--- config.mk ---
export PLATFORM = sky130hd
export DESIGN_NAME = rxsu_ram
export DESIGN_NICKNAME = d
export VERILOG_FILES = /design/src/design/rxsu_ram.sv
export SDC_FILE = /design/constraint.sdc
export NUM_CORES = 1
export LEC_CHECK = 0
export BUFFER_PORTS_ARGS = -buffer_cell sky130_fd_sc_hd__buf_2
export CORE_AREA = 2 2 223 159
export DETAILED_ROUTE_END_ITERATION = 10
export DIE_AREA = 0 0 225 161
export GPL_TIMING_DRIVEN = 0
export PLACE_DENSITY = 0.82
export SETUP_SLACK_MARGIN = 0.1
export SLEW_MARGIN = 20
export SYNTH_ARGS = -nofsm -noshare
export SYNTH_HDL_FRONTEND = slang
export SYNTH_SLANG_ARGS = --single-unit
export TNS_END_PERCENT = 10
--- constraint.sdc ---
create_clock -name i_clk -period 3.6 [get_ports i_clk]
set_input_delay 0.72 -clock i_clk [delete_from_list [all_inputs] [get_ports i_clk]]
set_output_delay 0.72 -clock i_clk [all_outputs]
set_load 0.005 [all_outputs]
--- src/design/rxsu_ram.sv ---
// ----------------------------------------------------------------------------
// Generic simple dual-port RAM
// One write port and one read port with registered read data.
// ----------------------------------------------------------------------------
`timescale 1ns / 1ps

module rxsu_ram #(
    parameter int WIDTH = 8,
    parameter int DEPTH = 64
) (
    input  logic                     i_clk,
    input  logic                     i_we,
    input  logic [$clog2(DEPTH)-1:0] i_waddr,
    input  logic [WIDTH-1:0]         i_wdata,
    input  logic [$clog2(DEPTH)-1:0] i_raddr,
    output logic [WIDTH-1:0]         o_rdata
);

    logic [WIDTH-1:0] r_mem [DEPTH];
    logic [WIDTH-1:0] r_rdata;

    always_ff @(posedge i_clk) begin
        if (i_we) begin
            r_mem[i_waddr] <= i_wdata;
        end
        r_rdata <= r_mem[i_raddr];
    end

    assign o_rdata = r_rdata;

endmodule

# Word level (Yosys, flattened, before mapping)
# Memories as Yosys holds them, arrays and structs flattened. A register that Yosys moved wholly into a read port is not among the register bits.
# Cells that the tools add are included.
[word_totals]
ram_bits = 512
regBits = 0
output_inout_bits = 8
in_bits = 22
wordCells = 3
mem_count = 1
[memory_table]
columns = ["memory", "depth", "word_bits", "rd", "rd_ports_with_merged_regs", "write_ports", "line", "text"]
rows = [
  ["r_mem", 64, 8, 1, 1, 1, "19", "logic [WIDTH-1:0] r_mem [DEPTH];"],
]
[op_classes]
n_mux = 2
[op_table]
columns = ["cell", "n"]
rows = [
  ["$mux 1", 2],
]

# Depth between registers and ports, before layout
# Gate-level depths: netlist of the first run.
[depth]
ltp_word = 2
mapped_depth = 9
mapped_depth_nobuf = 5

# Worst setup path after synthesis of the first run
# No wires, ideal clock.
[synth_path]
path_kind = "input-to-reg"
from = "input port i_raddr[1]"
to = "register r_rdata[3], in the netlist o_rdata[3] (read register of r_mem)"
slack_ps = 1212
t_required_ps = 3472
setup_ps = 128
cell_stages = 7
path_buffers = 3
arrival_time_ps = 2260
cell_sequence = "buf_4 > buf_2 > buf_2 > mux4_2 > mux4_2 > o21ai_1 > o41ai_1"
[synth_rtl]
columns = ["item", "line", "text"]
rows = [
  ["start, declared", "15", "input logic [$clog2(DEPTH)-1:0] i_raddr,"],
  ["end, declared", "20", "logic [WIDTH-1:0] r_rdata;"],
]

==> results of run 1 <==
-- routing by layer --
layer / up-vias / wire length (microns)
li1: 4067 / -
met2: 784 / 20600
met3: 108 / 6260
met4: 0 / 1670
met1: 5240 / 18200
met5: - / 0
-- metrics by stage --
step                      total power, mW  hold WS, ns
after detailed placement             7.48        0.854
final                                12.5        0.545
after global routing                 12.8        0.553
after global placement               7.46        0.841
after floorplan                      7.20        0.718
after CTS                            12.5        0.541
-- layout by cell type (no fill, tap or decap), types with 4 or more instances in the layout --
cell type and instances:
nand3_1 13, mux2i_1 23, a211oi_1 4, clkinv_2 8, mux4_2 126, nand2_1 19, buf_4 21, nor3_1 5
edfxtp_1 512, buf_6 4, o221ai_1 8, clkbuf_16 49, clkinv_1 11, bufinv_16 7, nand2b_1 7, buf_1 4
mux2_2 13, buf_2 24, dfxtp_1 8, a221oi_1 6, o22ai_1 8, nor2b_1 14, clkbuf_1 25, nor2_1 83
-- area by class of cell --
| class | count | area [sq um] |
|---|---|---|
| Antenna cell | 1 | 2.50 |
| Buffer | 51 | 317 |
| Clock buffer | 57 | 1260 |
| Clock inverter | 28 | 309 |
| Fill cell | 2085 | 11700 |
| Multi-Input combinational cell | 369 | 4330 |
| Sequential cell | 520 | 15500 |
| Tap cell | 442 | 553 |
| Timing Repair Buffer | 21 | 125 |
-- logic make-up (layout without fill, tap and decap cells) --
family          after synthesis  in the layout  share of synthesized area, %
flops                       520            520                          77.0
compound gates               54             54                          2.07
buf+inv                      51            157                          1.57
other cells                   0              1                             0
simple gates                153            153                          3.39
mux                         162            162                          15.9
-- worst max-delay path by stage --
| stage | from | end | slack, ns | cells past startpoint |
|---|---|---|---|---|
| global route | i_raddr[1] | o_rdata[6] | 0.63 | 8 |
| finish | i_raddr[1] | o_rdata[4] | 0.72 | 8 |
| global placement | i_raddr[1] | o_rdata[6] | 0.27 | 8 |
| CTS | i_raddr[1] | o_rdata[6] | 0.80 | 8 |
| detailed placement | i_raddr[1] | o_rdata[6] | 0.20 | 8 |
| floorplan | i_raddr[1] | o_rdata[3] | 1.21 | 7 |
-- registers in the layout, indices dropped and copies added, names as in the netlist --
name / count
r_mem: 512
o_rdata: 8
-- critical path, delay by kind of cell --
family	cells	cell delay [ns]
buffers and inverters	3	1.31
muxes	2	0.84
and+or+nand+nor	2	0.25
AOI/OAI and AO/OA	1	0.14
-- power groups by stage --
stage,sequential [mW],clock (mW),combinational [mW]
5_1_grt,6.71,5.38,0.688
3_3_place_gp,6.84,0,0.617
2_1_floorplan,6.84,0,0.357
3_5_place_dp,6.85,0,0.635
6_report,6.71,5.13,0.657
4_1_cts,6.72,5.16,0.643
==> qor.txt, run 1 <==
OUTCOME
--------------------------------------------------------------------------------------------------------
Run status                                                                                  complete, no violations

POWER AND IR DROP
--------------------------------------------------------------------------------------------------------
Peak supply drop                                                                              0.000407 V
Power density normalized to cell area                                                        558 nW/um^2
Clock group share of total power                                                                   41.0%
Sequential cell fraction of total power                                                            53.7%
Internal Dissipation                                                                             9.92 mW
Switching power share of the total                                                                 20.6%
Proportion of power drawn by combinational gates                                                    5.3%
Switch Pwr                                                                                       2.58 mW
Reported leakage power                                                                           6.99 nW

GLOBAL ROUTE
--------------------------------------------------------------------------------------------------------
Global route total overflow                                                                            0
GRT Max-Usage Layer                                                                                 met1
Met2 Usage GRT                                                                                     38.3%
GRT Total Usage                                                                                    26.7%
Vias in the first global route                                                                     10100
Antenna violations before repair                                                                       2
Grt met1 use                                                                                       40.0%
Pin count of the biggest net entering global routing                                                  65
Wire length of the first global-routing pass                                                     68.4 mm
Met3 Resource Use GR                                                                               8.31%

CLOCK NETWORK
--------------------------------------------------------------------------------------------------------
Clock Root Buffer                                                                              clkbuf_16
Cts hold-fix bufs                                                                                      0
Gates resized, CTS repair                                                                              0
Post-CTS clock slew at the launch and capture registers of the worst setup and hold paths        0.06 ns
TritonCTS clock tree                                                                                 yes
Clock latency of the later-clocked register in the worst-skew pair                               0.57 ns
# H-tree levels                                                                                        2
Number of buffers inserted by post-CTS setup repair                                                    0
CTS Buf Count                                                                                         46
Clock tree sinks                                                                                     520
Buffer depth of the longest clock path                                                                 3

TIMING
--------------------------------------------------------------------------------------------------------
Worst clock skew                                                                               0.0225 ns
Tmin final                                                                                       2.88 ns
Final Hold Violating Endpoints                                                                         0
Relative slew slack                                                                                29.5%
Setup TNS                                                                                           0 ns
Post-route setup slack                                                                          0.724 ns
Final setup fails                                                                                      0
Maximum clock frequency                                                                          348 MHz
Final worst path period share                                                                      79.9%
Final number of max-transition violations                                                              0
Worst-Margin Slew                                                                                1.03 ns
Unrepaired setup endpoints after global routing                                                       no

FLOORPLAN
--------------------------------------------------------------------------------------------------------
Number of placement rows                                                                              57
Floorplan die width                                                                          225 microns
Core Footprint                                                                               34200 sq um
Number of primary I/O pins                                                                            30
Effective utilization at floorplan                                                                 59.0%
Floorplan die area                                                                           36200 sq um
Die Y-Extent                                                                                 161 microns

MIN PATH
--------------------------------------------------------------------------------------------------------
Hold endpoint                                                                                 o_rdata[5]
Type of the most critical hold path                                                         input pin to flop
Hold path startpoint                                                                          i_raddr[5]
Hold path cells                                                                                        2

SYNTHESIS
--------------------------------------------------------------------------------------------------------
Post-synth top flop                                                                             edfxtp_1
Synthesized area                                                                             20200 sq um
Share of the synthesized area in the top cell type                                                 76.2%
Top area cells in the synthesized netlist                                                   edfxtp_1, mux4_2, nor2_1, mux2i_1, dfxtp_1
Top cell types by occurrence after synthesis                                                edfxtp_1, mux4_2, nor2_1
Count of different cell masters after synthesis                                                       40
Yosys warnings                                                                                         0
Area leader, netlist                                                                            edfxtp_1
Nets in the synthesized netlist                                                                      962
Cells after synthesis                                                                                940
Proportion of synthesized chip area in sequential cells                                            77.0%
Post-synthesis area per instance                                                              21.5 sq um
Flip-flop and latch count after synthesis                                                            520
Asr flop ratio synth                                                                                  0%
Number of synthesized flops with an enable pin                                                       512
Most common cell in the netlist                                                                 edfxtp_1

CRITICAL PATH
--------------------------------------------------------------------------------------------------------
Capturing point of the worst reg2reg path                                                     o_rdata[5]
Worst path max stage delay                                                                       0.79 ns
Reg2Reg Depth                                                                                          4
Start-to-end type of the worst setup path                                                   input pin to flop
Worst R2R Start                                                                              r_mem[3][5]
Sort of element at the end of the critical path                                                     flop
Signal arrival time at the worst endpoint                                                        3.29 ns
Worst path most repeated cell                                                                    nand3_1
Critical Path Source Type                                                                      input pin
Sequence of cells on the critical path                                                      buf_4 > buf_2 > buf_1 > mux4_2 > mux2i_1 > nand3_1 > nand3_1 > o32ai_1
Crit-path slowest cell                                                                             buf_1
Register-to-register setup slack                                                                 1.23 ns
Data required, critical path                                                                     4.01 ns
Peak fanout along the critical path                                                                   10

DETAILED ROUTING
--------------------------------------------------------------------------------------------------------
DRC                                                                                                    0
Routed WL                                                                                        46.7 mm
Total iterations of the first detailed-routing run                                                     5
Number of nets with antenna violations after detailed routing                                          0
Number of vias after detailed routing                                                              10200
Post-DR vias/cell                                                                                   6.85
Routed len/inst                                                                             31.4 microns
First DRT Iteration DRCs                                                                            1679

PLACED DESIGN
--------------------------------------------------------------------------------------------------------
DP Cell Count                                                                                       1403
Last weighted congestion value of the routability-driven placer                                    0.948
Detail Placement HPWL                                                                            29.0 mm
Setup WS pre-CTS                                                                                0.203 ns
Post-Place Cell Area                                                                         20800 sq um
Buffers on Ports                                                                                      21

LAYOUT
--------------------------------------------------------------------------------------------------------
Layout cell share with drive strength beyond 1                                                     24.9%
Finished Core Util                                                                                 65.6%
Summed area of non-filler cells in the final layout                                          22400 sq um
Area growth syn-to-layout                                                                          11.2%
Count of placed standard cells in the final layout, fillers left out                                1489
Net count reported at finish                                                                        1031

RUN
--------------------------------------------------------------------------------------------------------
MaxCap Viol Count                                                                                      0

Power figures use the tool's default switching activity.
==> run 2, diff against run 1 <==
- clock period: 3.6 -> 2.85 ns (I/O delays scaled with it)
==> qor.txt, run 2 (synthesized netlist as in run 1, its figures left out) <==
OUTCOME
--------------------------------------------------------------------------------------------------------
Run status                                                                                  complete, no violations

CLOCK NETWORK
--------------------------------------------------------------------------------------------------------
TritonCTS clock tree                                                                                 yes
CTS Buf Count                                                                                         46
Clock latency of the later-clocked register in the worst-skew pair                               0.57 ns
Buffer depth of the longest clock path                                                                 3
Post-CTS clock slew at the launch and capture registers of the worst setup and hold paths        0.06 ns
Number of buffers inserted by post-CTS setup repair                                                    0
Clock Root Buffer                                                                              clkbuf_16
# H-tree levels                                                                                        2
Clock tree sinks                                                                                     520

TIMING
--------------------------------------------------------------------------------------------------------
Unrepaired setup endpoints after global routing                                                       no
Final-layout worst hold slack                                                                   0.411 ns
Relative slew slack                                                                                26.5%
Final number of max-transition violations                                                              0
Setup TNS                                                                                           0 ns
Final setup fails                                                                                      0
Final Hold Violating Endpoints                                                                         0
Tmin final                                                                                       2.73 ns
Final worst path period share                                                                      95.9%
Maximum clock frequency                                                                          366 MHz
Worst-Margin Slew                                                                                1.07 ns
Worst clock skew                                                                               0.0274 ns

GLOBAL ROUTE
--------------------------------------------------------------------------------------------------------
Global route total overflow                                                                            0
Wire length of the first global-routing pass                                                     68.4 mm
Vias in the first global route                                                                     10100
Antenna violations before repair                                                                       2
GRT Total Usage                                                                                    26.7%
Pin count of the biggest net entering global routing                                                  65

MIN PATH
--------------------------------------------------------------------------------------------------------
Hold path startpoint                                                                          i_raddr[5]
Hold path cells                                                                                        2
Hold endpoint                                                                                 o_rdata[3]
Type of the most critical hold path                                                         input pin to flop

DETAILED ROUTING
--------------------------------------------------------------------------------------------------------
DRC                                                                                                    0
First DRT Iteration DRCs                                                                            1649
Number of vias after detailed routing                                                              10300
Routed len/inst                                                                             31.4 microns
Routed WL                                                                                        46.8 mm
Total iterations of the first detailed-routing run                                                     5
Post-DR vias/cell                                                                                   6.89
Number of nets with antenna violations after detailed routing                                          0

LAYOUT
--------------------------------------------------------------------------------------------------------
Finished Core Util                                                                                 65.6%
Top library cells by usage in the layout, fill and taps aside                               edfxtp_1, mux4_2, nor2_1, clkbuf_16, clkbuf_1
Layout cell share with drive strength beyond 1                                                     25.0%
Net count reported at finish                                                                        1031
Register with the most flip-flops                                                                  r_mem
Area growth syn-to-layout                                                                          11.2%
Number of flip-flops in the largest register                                                         512
Commonest non-fill, non-tap cell in the layout                                                  edfxtp_1

FLOORPLAN
--------------------------------------------------------------------------------------------------------
Floorplan die width                                                                          225 microns
Die Y-Extent                                                                                 161 microns
Core Footprint                                                                               34200 sq um
Effective utilization at floorplan                                                                 59.0%
Number of primary I/O pins                                                                            30
Number of placement rows                                                                              57
Floorplan die area                                                                           36200 sq um

POWER AND IR DROP
--------------------------------------------------------------------------------------------------------
Switching power share of the total                                                                 20.7%
Peak supply drop                                                                              0.000514 V
Power density normalized to cell area                                                        705 nW/um^2
Internal Dissipation                                                                             12.5 mW
Sequential cell fraction of total power                                                            53.7%
Switch Pwr                                                                                       3.27 mW
Reported leakage power                                                                           6.99 nW
Proportion of power drawn by combinational gates                                                    5.3%
Clock group share of total power                                                                   41.1%

CRITICAL PATH
--------------------------------------------------------------------------------------------------------
Peak fanout along the critical path                                                                   10
Reg2Reg Depth                                                                                          4
Signal arrival time at the worst endpoint                                                        3.13 ns
Register-to-register setup slack                                                                 0.39 ns
Critical Path Source Type                                                                      input pin
Sort of element at the end of the critical path                                                     flop
Worst R2R Start                                                                              r_mem[3][5]
Start-to-end type of the worst setup path                                                   input pin to flop
Capturing point of the worst reg2reg path                                                     o_rdata[5]
Data required, critical path                                                                     3.25 ns

PLACED DESIGN
--------------------------------------------------------------------------------------------------------
Buffers on Ports                                                                                      21
Detail Placement HPWL                                                                            29.0 mm
Last weighted congestion value of the routability-driven placer                                    0.948

RUN
--------------------------------------------------------------------------------------------------------
MaxCap Viol Count                                                                                      0

## run 2: changes by cell type in the layout (fill, tap and decap cells not counted), sizes merged
| cell | change |
|---|---|
| buf | -1 |
| clkbuf | +1 |
## run 2: what timing repair did
action / CTS / global route
resized for setup: 0 / 2
hold buffers: 0 / 0
endpoints found under the hold margin: 0 / 0
endpoints found under the setup margin: 0 / 2
## run 2: power groups by stage
stage	Clock [mW]	Sequential, mW	Combinational, mW
5_1_grt	6.80	8.48	0.869
6_report	6.49	8.48	0.831
3_5_place_dp	0	8.65	0.802
3_3_place_gp	0	8.65	0.779
4_1_cts	6.52	8.48	0.812
2_1_floorplan	0	8.64	0.451
## run 2: layout make-up
cell class,instances,area [sq um]
Tap cell,442,553
Clock buffer,57,1260
Clock inverter,28,309
Antenna cell,1,2.50
Multi-Input combinational cell,369,4330
Timing Repair Buffer,21,125
Sequential cell,520,15500
Buffer,51,318
Fill cell,2087,11700
## run 2: worst max-delay path by stage
| stage | from | to | cells after the start |
|---|---|---|---|
| finish | i_raddr[2] | o_rdata[5] | 7 |
| global route | i_raddr[1] | o_rdata[5] | 9 |
| CTS | i_raddr[1] | o_rdata[6] | 8 |
| detailed placement | i_raddr[1] | o_rdata[6] | 8 |
| global placement | i_raddr[1] | o_rdata[6] | 8 |
| floorplan | i_raddr[1] | o_rdata[3] | 7 |
## run 2: metal layers
metal	part of all wire (%)	track usage [%]	up-vias	wire [microns]
li1	-	-	4061	-
met1	39	40.0	5260	18300
met2	44	38.3	824	20500
met3	13	8.31	118	6260
met4	3.5	8.64	0	1630
met5	0	0	-	0
## run 2: critical path, stage by stage
cell      delay, ns
buf_2          0.17
buf_4          0.28
clkbuf_1       0.64
buf_2          0.52
o221ai_1       0.20
o21a_1         0.17
o41ai_1        0.56
## run 2: metrics by stage
stage	std cells	cell area, sq um	worst slack [ns]	power (mW)
3_5_place_dp	1403	20800	-0.397	9.45
3_3_place_gp	1403	20800	-0.334	9.43
5_1_grt	1489	22400	0.118	16.1
2_1_floorplan	940	20200	0.612	9.09
4_1_cts	1488	22400	0.201	15.8
6_report	1489	22400	0.118	15.8
==> run 3, diff against run 2 <==
- ABC_AREA: default -> 1
- CORE_AREA: 2 2 223 159 -> 2 2 229 163
- DIE_AREA: 0 0 225 161 -> 0 0 231 165
==> qor.txt, run 3 <==
OUTCOME
--------------------------------------------------------------------------------------------------------
Run status                                                                                  complete, no violations

CRITICAL PATH
--------------------------------------------------------------------------------------------------------
WP depth                                                                                               4
Sort of element at the end of the critical path                                                     flop
Signal arrival time at the worst endpoint                                                        2.83 ns
Sequence of cells on the critical path                                                      clkbuf_1 > inv_1 > nand4_1 > nor2_1
Start-to-end type of the worst setup path                                                   input pin to flop
Critical Path Source Type                                                                      input pin
Worst path max stage delay                                                                       1.05 ns
Data required, critical path                                                                     3.05 ns
Worst R2R Start                                                                             r_mem[17][6]
Crit-path slowest cell                                                                            nor2_1
Cell family with the largest share of critical-path delay                                   simple AND/OR/NAND/NOR gates
Capturing point of the worst reg2reg path                                                     o_rdata[6]
Peak fanout along the critical path                                                                    9
Reg2Reg Depth                                                                                          8
Worst setup endpoint                                                                         r_mem[0][4]
Crit path from                                                                                i_waddr[1]
Register-to-register setup slack                                                                 1.40 ns
Critical path buffer and inverter count                                                                2

SYNTHESIS
--------------------------------------------------------------------------------------------------------
Count of different cell masters after synthesis                                                       16
Synthesized area                                                                             21300 sq um
Nets in the synthesized netlist                                                                     1827
Post-synthesis area per instance                                                              11.8 sq um
Most common cell in the netlist                                                                  nand2_1
Cells after synthesis                                                                               1805
Asr flop ratio synth                                                                                  0%
Yosys warnings                                                                                         0
Post-synthesis xor/xnor area fraction                                                                 0%
Share of the synthesized area in the top cell type                                                 72.0%
Fraction of synthesized area in multiplexers                                                          0%
Top cell types by occurrence after synthesis                                                nand2_1, edfxtp_1, nand3_1
Top area cells in the synthesized netlist                                                   edfxtp_1, nand2_1, nand3_1, buf_6, nor2_1
Area leader, netlist                                                                            edfxtp_1
Proportion of synthesized chip area in sequential cells                                            72.8%
Simple-gate share of the synthesized area                                                          23.2%
Area fraction in compound gates after synthesis                                                       0%
Number of synthesized flops with an enable pin                                                       512
Combinational family with the most area after synthesis                                     simple AND/OR/NAND/NOR gates
Post-synth top flop                                                                             edfxtp_1
Share of synthesized cell area in full adder, half adder and majority cells                           0%
Flip-flop and latch count after synthesis                                                            520

POWER AND IR DROP
--------------------------------------------------------------------------------------------------------
Reported leakage power                                                                           8.57 nW
Overall power of the completed layout                                                            15.9 mW
Power density normalized to cell area                                                        671 nW/um^2
Peak supply drop                                                                              0.000692 V

LAYOUT
--------------------------------------------------------------------------------------------------------
Finished Core Util                                                                                 66.2%
Net count reported at finish                                                                        1905
Layout cell share with drive strength beyond 1                                                     9.96%
Number of flip-flops in the largest register                                                         512
Register with the most flip-flops                                                                  r_mem
Area growth syn-to-layout                                                                          10.8%
Top library cells by usage in the layout, fill and taps aside                               nand2_1, edfxtp_1, nand3_1, buf_2, nor2_1
Number of inserted filler cells in the final layout                                                 2554
Count of placed standard cells in the final layout, fillers left out                                2398
Commonest non-fill, non-tap cell in the layout                                                   nand2_1

FLOORPLAN
--------------------------------------------------------------------------------------------------------
Number of placement rows                                                                              58
Floorplan die width                                                                          231 microns
Floorplan die area                                                                           38100 sq um
Number of primary I/O pins                                                                            30
Core Footprint                                                                               35700 sq um
Effective utilization at floorplan                                                                 59.8%
Die Y-Extent                                                                                 165 microns

DETAILED ROUTING
--------------------------------------------------------------------------------------------------------
Routed WL                                                                                        62.4 mm
Routed len/inst                                                                             26.0 microns
Number of vias after detailed routing                                                              15200
First DRT Iteration DRCs                                                                            2699
DRC                                                                                                    0
Number of nets with antenna violations after detailed routing                                          0
Total iterations of the first detailed-routing run                                                     6
Post-DR vias/cell                                                                                   6.33

PLACED DESIGN
--------------------------------------------------------------------------------------------------------
DP Cell Count                                                                                       2314
Setup WS pre-CTS                                                                               -0.232 ns
Detail Placement HPWL                                                                            41.2 mm
Last weighted congestion value of the routability-driven placer                                    0.982
Buffers on Ports                                                                                      21

GLOBAL ROUTE
--------------------------------------------------------------------------------------------------------
Vias in the first global route                                                                     14200
Pin count of the biggest net entering global routing                                                  65
Antenna violations before repair                                                                       3
Wire length of the first global-routing pass                                                     91.0 mm
Global route total overflow                                                                            0
GRT Total Usage                                                                                    33.5%

TIMING
--------------------------------------------------------------------------------------------------------
Unrepaired setup endpoints after global routing                                                       no
Worst clock skew                                                                               0.0150 ns
Final setup fails                                                                                      0
Final number of max-transition violations                                                              0
Final worst path period share                                                                      92.4%
Worst-Margin Slew                                                                                1.13 ns
Maximum clock frequency                                                                          380 MHz
Final Hold Violating Endpoints                                                                         0
Tmin final                                                                                       2.63 ns
Post-route setup slack                                                                          0.215 ns
Relative slew slack                                                                                24.6%

CLOCK NETWORK
--------------------------------------------------------------------------------------------------------
Number of buffers inserted by post-CTS setup repair                                                    0
Clock latency of the later-clocked register in the worst-skew pair                               0.58 ns
Clock tree sinks                                                                                     520
Cts hold-fix bufs                                                                                      0
Gates resized, CTS repair                                                                              0
Post-CTS clock slew at the launch and capture registers of the worst setup and hold paths        0.06 ns
Clock Root Buffer                                                                              clkbuf_16
Buffer depth of the longest clock path                                                                 3
# H-tree levels                                                                                        2
TritonCTS clock tree                                                                                 yes
CTS Buf Count                                                                                         47

RUN
--------------------------------------------------------------------------------------------------------
MaxCap Viol Count                                                                                      0

MIN PATH
--------------------------------------------------------------------------------------------------------
Type of the most critical hold path                                                         input pin to flop

[run 3: power by group]
group / switching (mW) / internal, mW / total [mW] / leakage (nW)
sequential: 0.0170 / 8.46 / 8.48 / 4.67
combinational: 0.862 / 0.289 / 1.15 / 3.18
clock: 2.73 / 3.50 / 6.23 / 0.710
total: 3.61 / 12.3 / 15.9 / 8.57
[run 3: worst min-delay path, cell delays in order]
cell	delay, ns
clkbuf_1	0.20
nand3_1	0.14
nand2_1	0.05
[run 3: logic make-up (layout without fill, tap and decap cells)]
group | after synthesis | in the layout
buffers and inverters | 125 | 237
flip-flops | 520 | 520
other | 0 | 1
AND/OR/NAND/NOR | 1160 | 1160
[run 3: cell type report]
type | count | area, sq um | share of cell area [%]
multi-input cells | 1160 | 5000 | 21.1
diodes | 1 | 2.50 | 0.0106
inverters | 12 | 50.0 | 0.212
clock inverters | 23 | 221 | 0.936
flip-flops and latches | 520 | 15500 | 65.7
repair buffers | 29 | 168 | 0.709
well taps | 480 | 601 | 2.54
clock buffers | 60 | 1270 | 5.36
plain buffers | 113 | 808 | 3.42
[run 3: worst min-delay path by stage]
stage,from,end,slack (ns),cells after the start
5_1_grt,i_raddr[5],o_rdata[0],0.48,3
2_1_floorplan,i_wdata[0],r_mem[0][0],0.67,0
3_5_place_dp,r_mem[40][5],o_rdata[5],0.84,8
4_1_cts,i_raddr[5],o_rdata[0],0.44,3
3_3_place_gp,r_mem[44][0],o_rdata[0],0.86,8
6_report,i_raddr[5],o_rdata[0],0.45,3
[run 3: metrics by stage]
step	hold slack, ns	instance area [sq um]	TNS [ns]
after floorplan	0.669	21300	0
after global routing	0.476	23600	0
after CTS	0.444	23600	0
after detailed placement	0.844	22200	-17.93
final	0.454	23600	0
after global placement	0.863	22000	-10.30
[run 3: per-layer routing]
layer / track usage, % / part of all wire, % / vias to the layer above
met5: 0 / 0 / -
met2: 48.2 / 43 / 1241
met1: 49.2 / 38 / 7294
met4: 8.94 / 2.5 / 0
li1: - / - / 6505
met3: 11.4 / 17 / 143
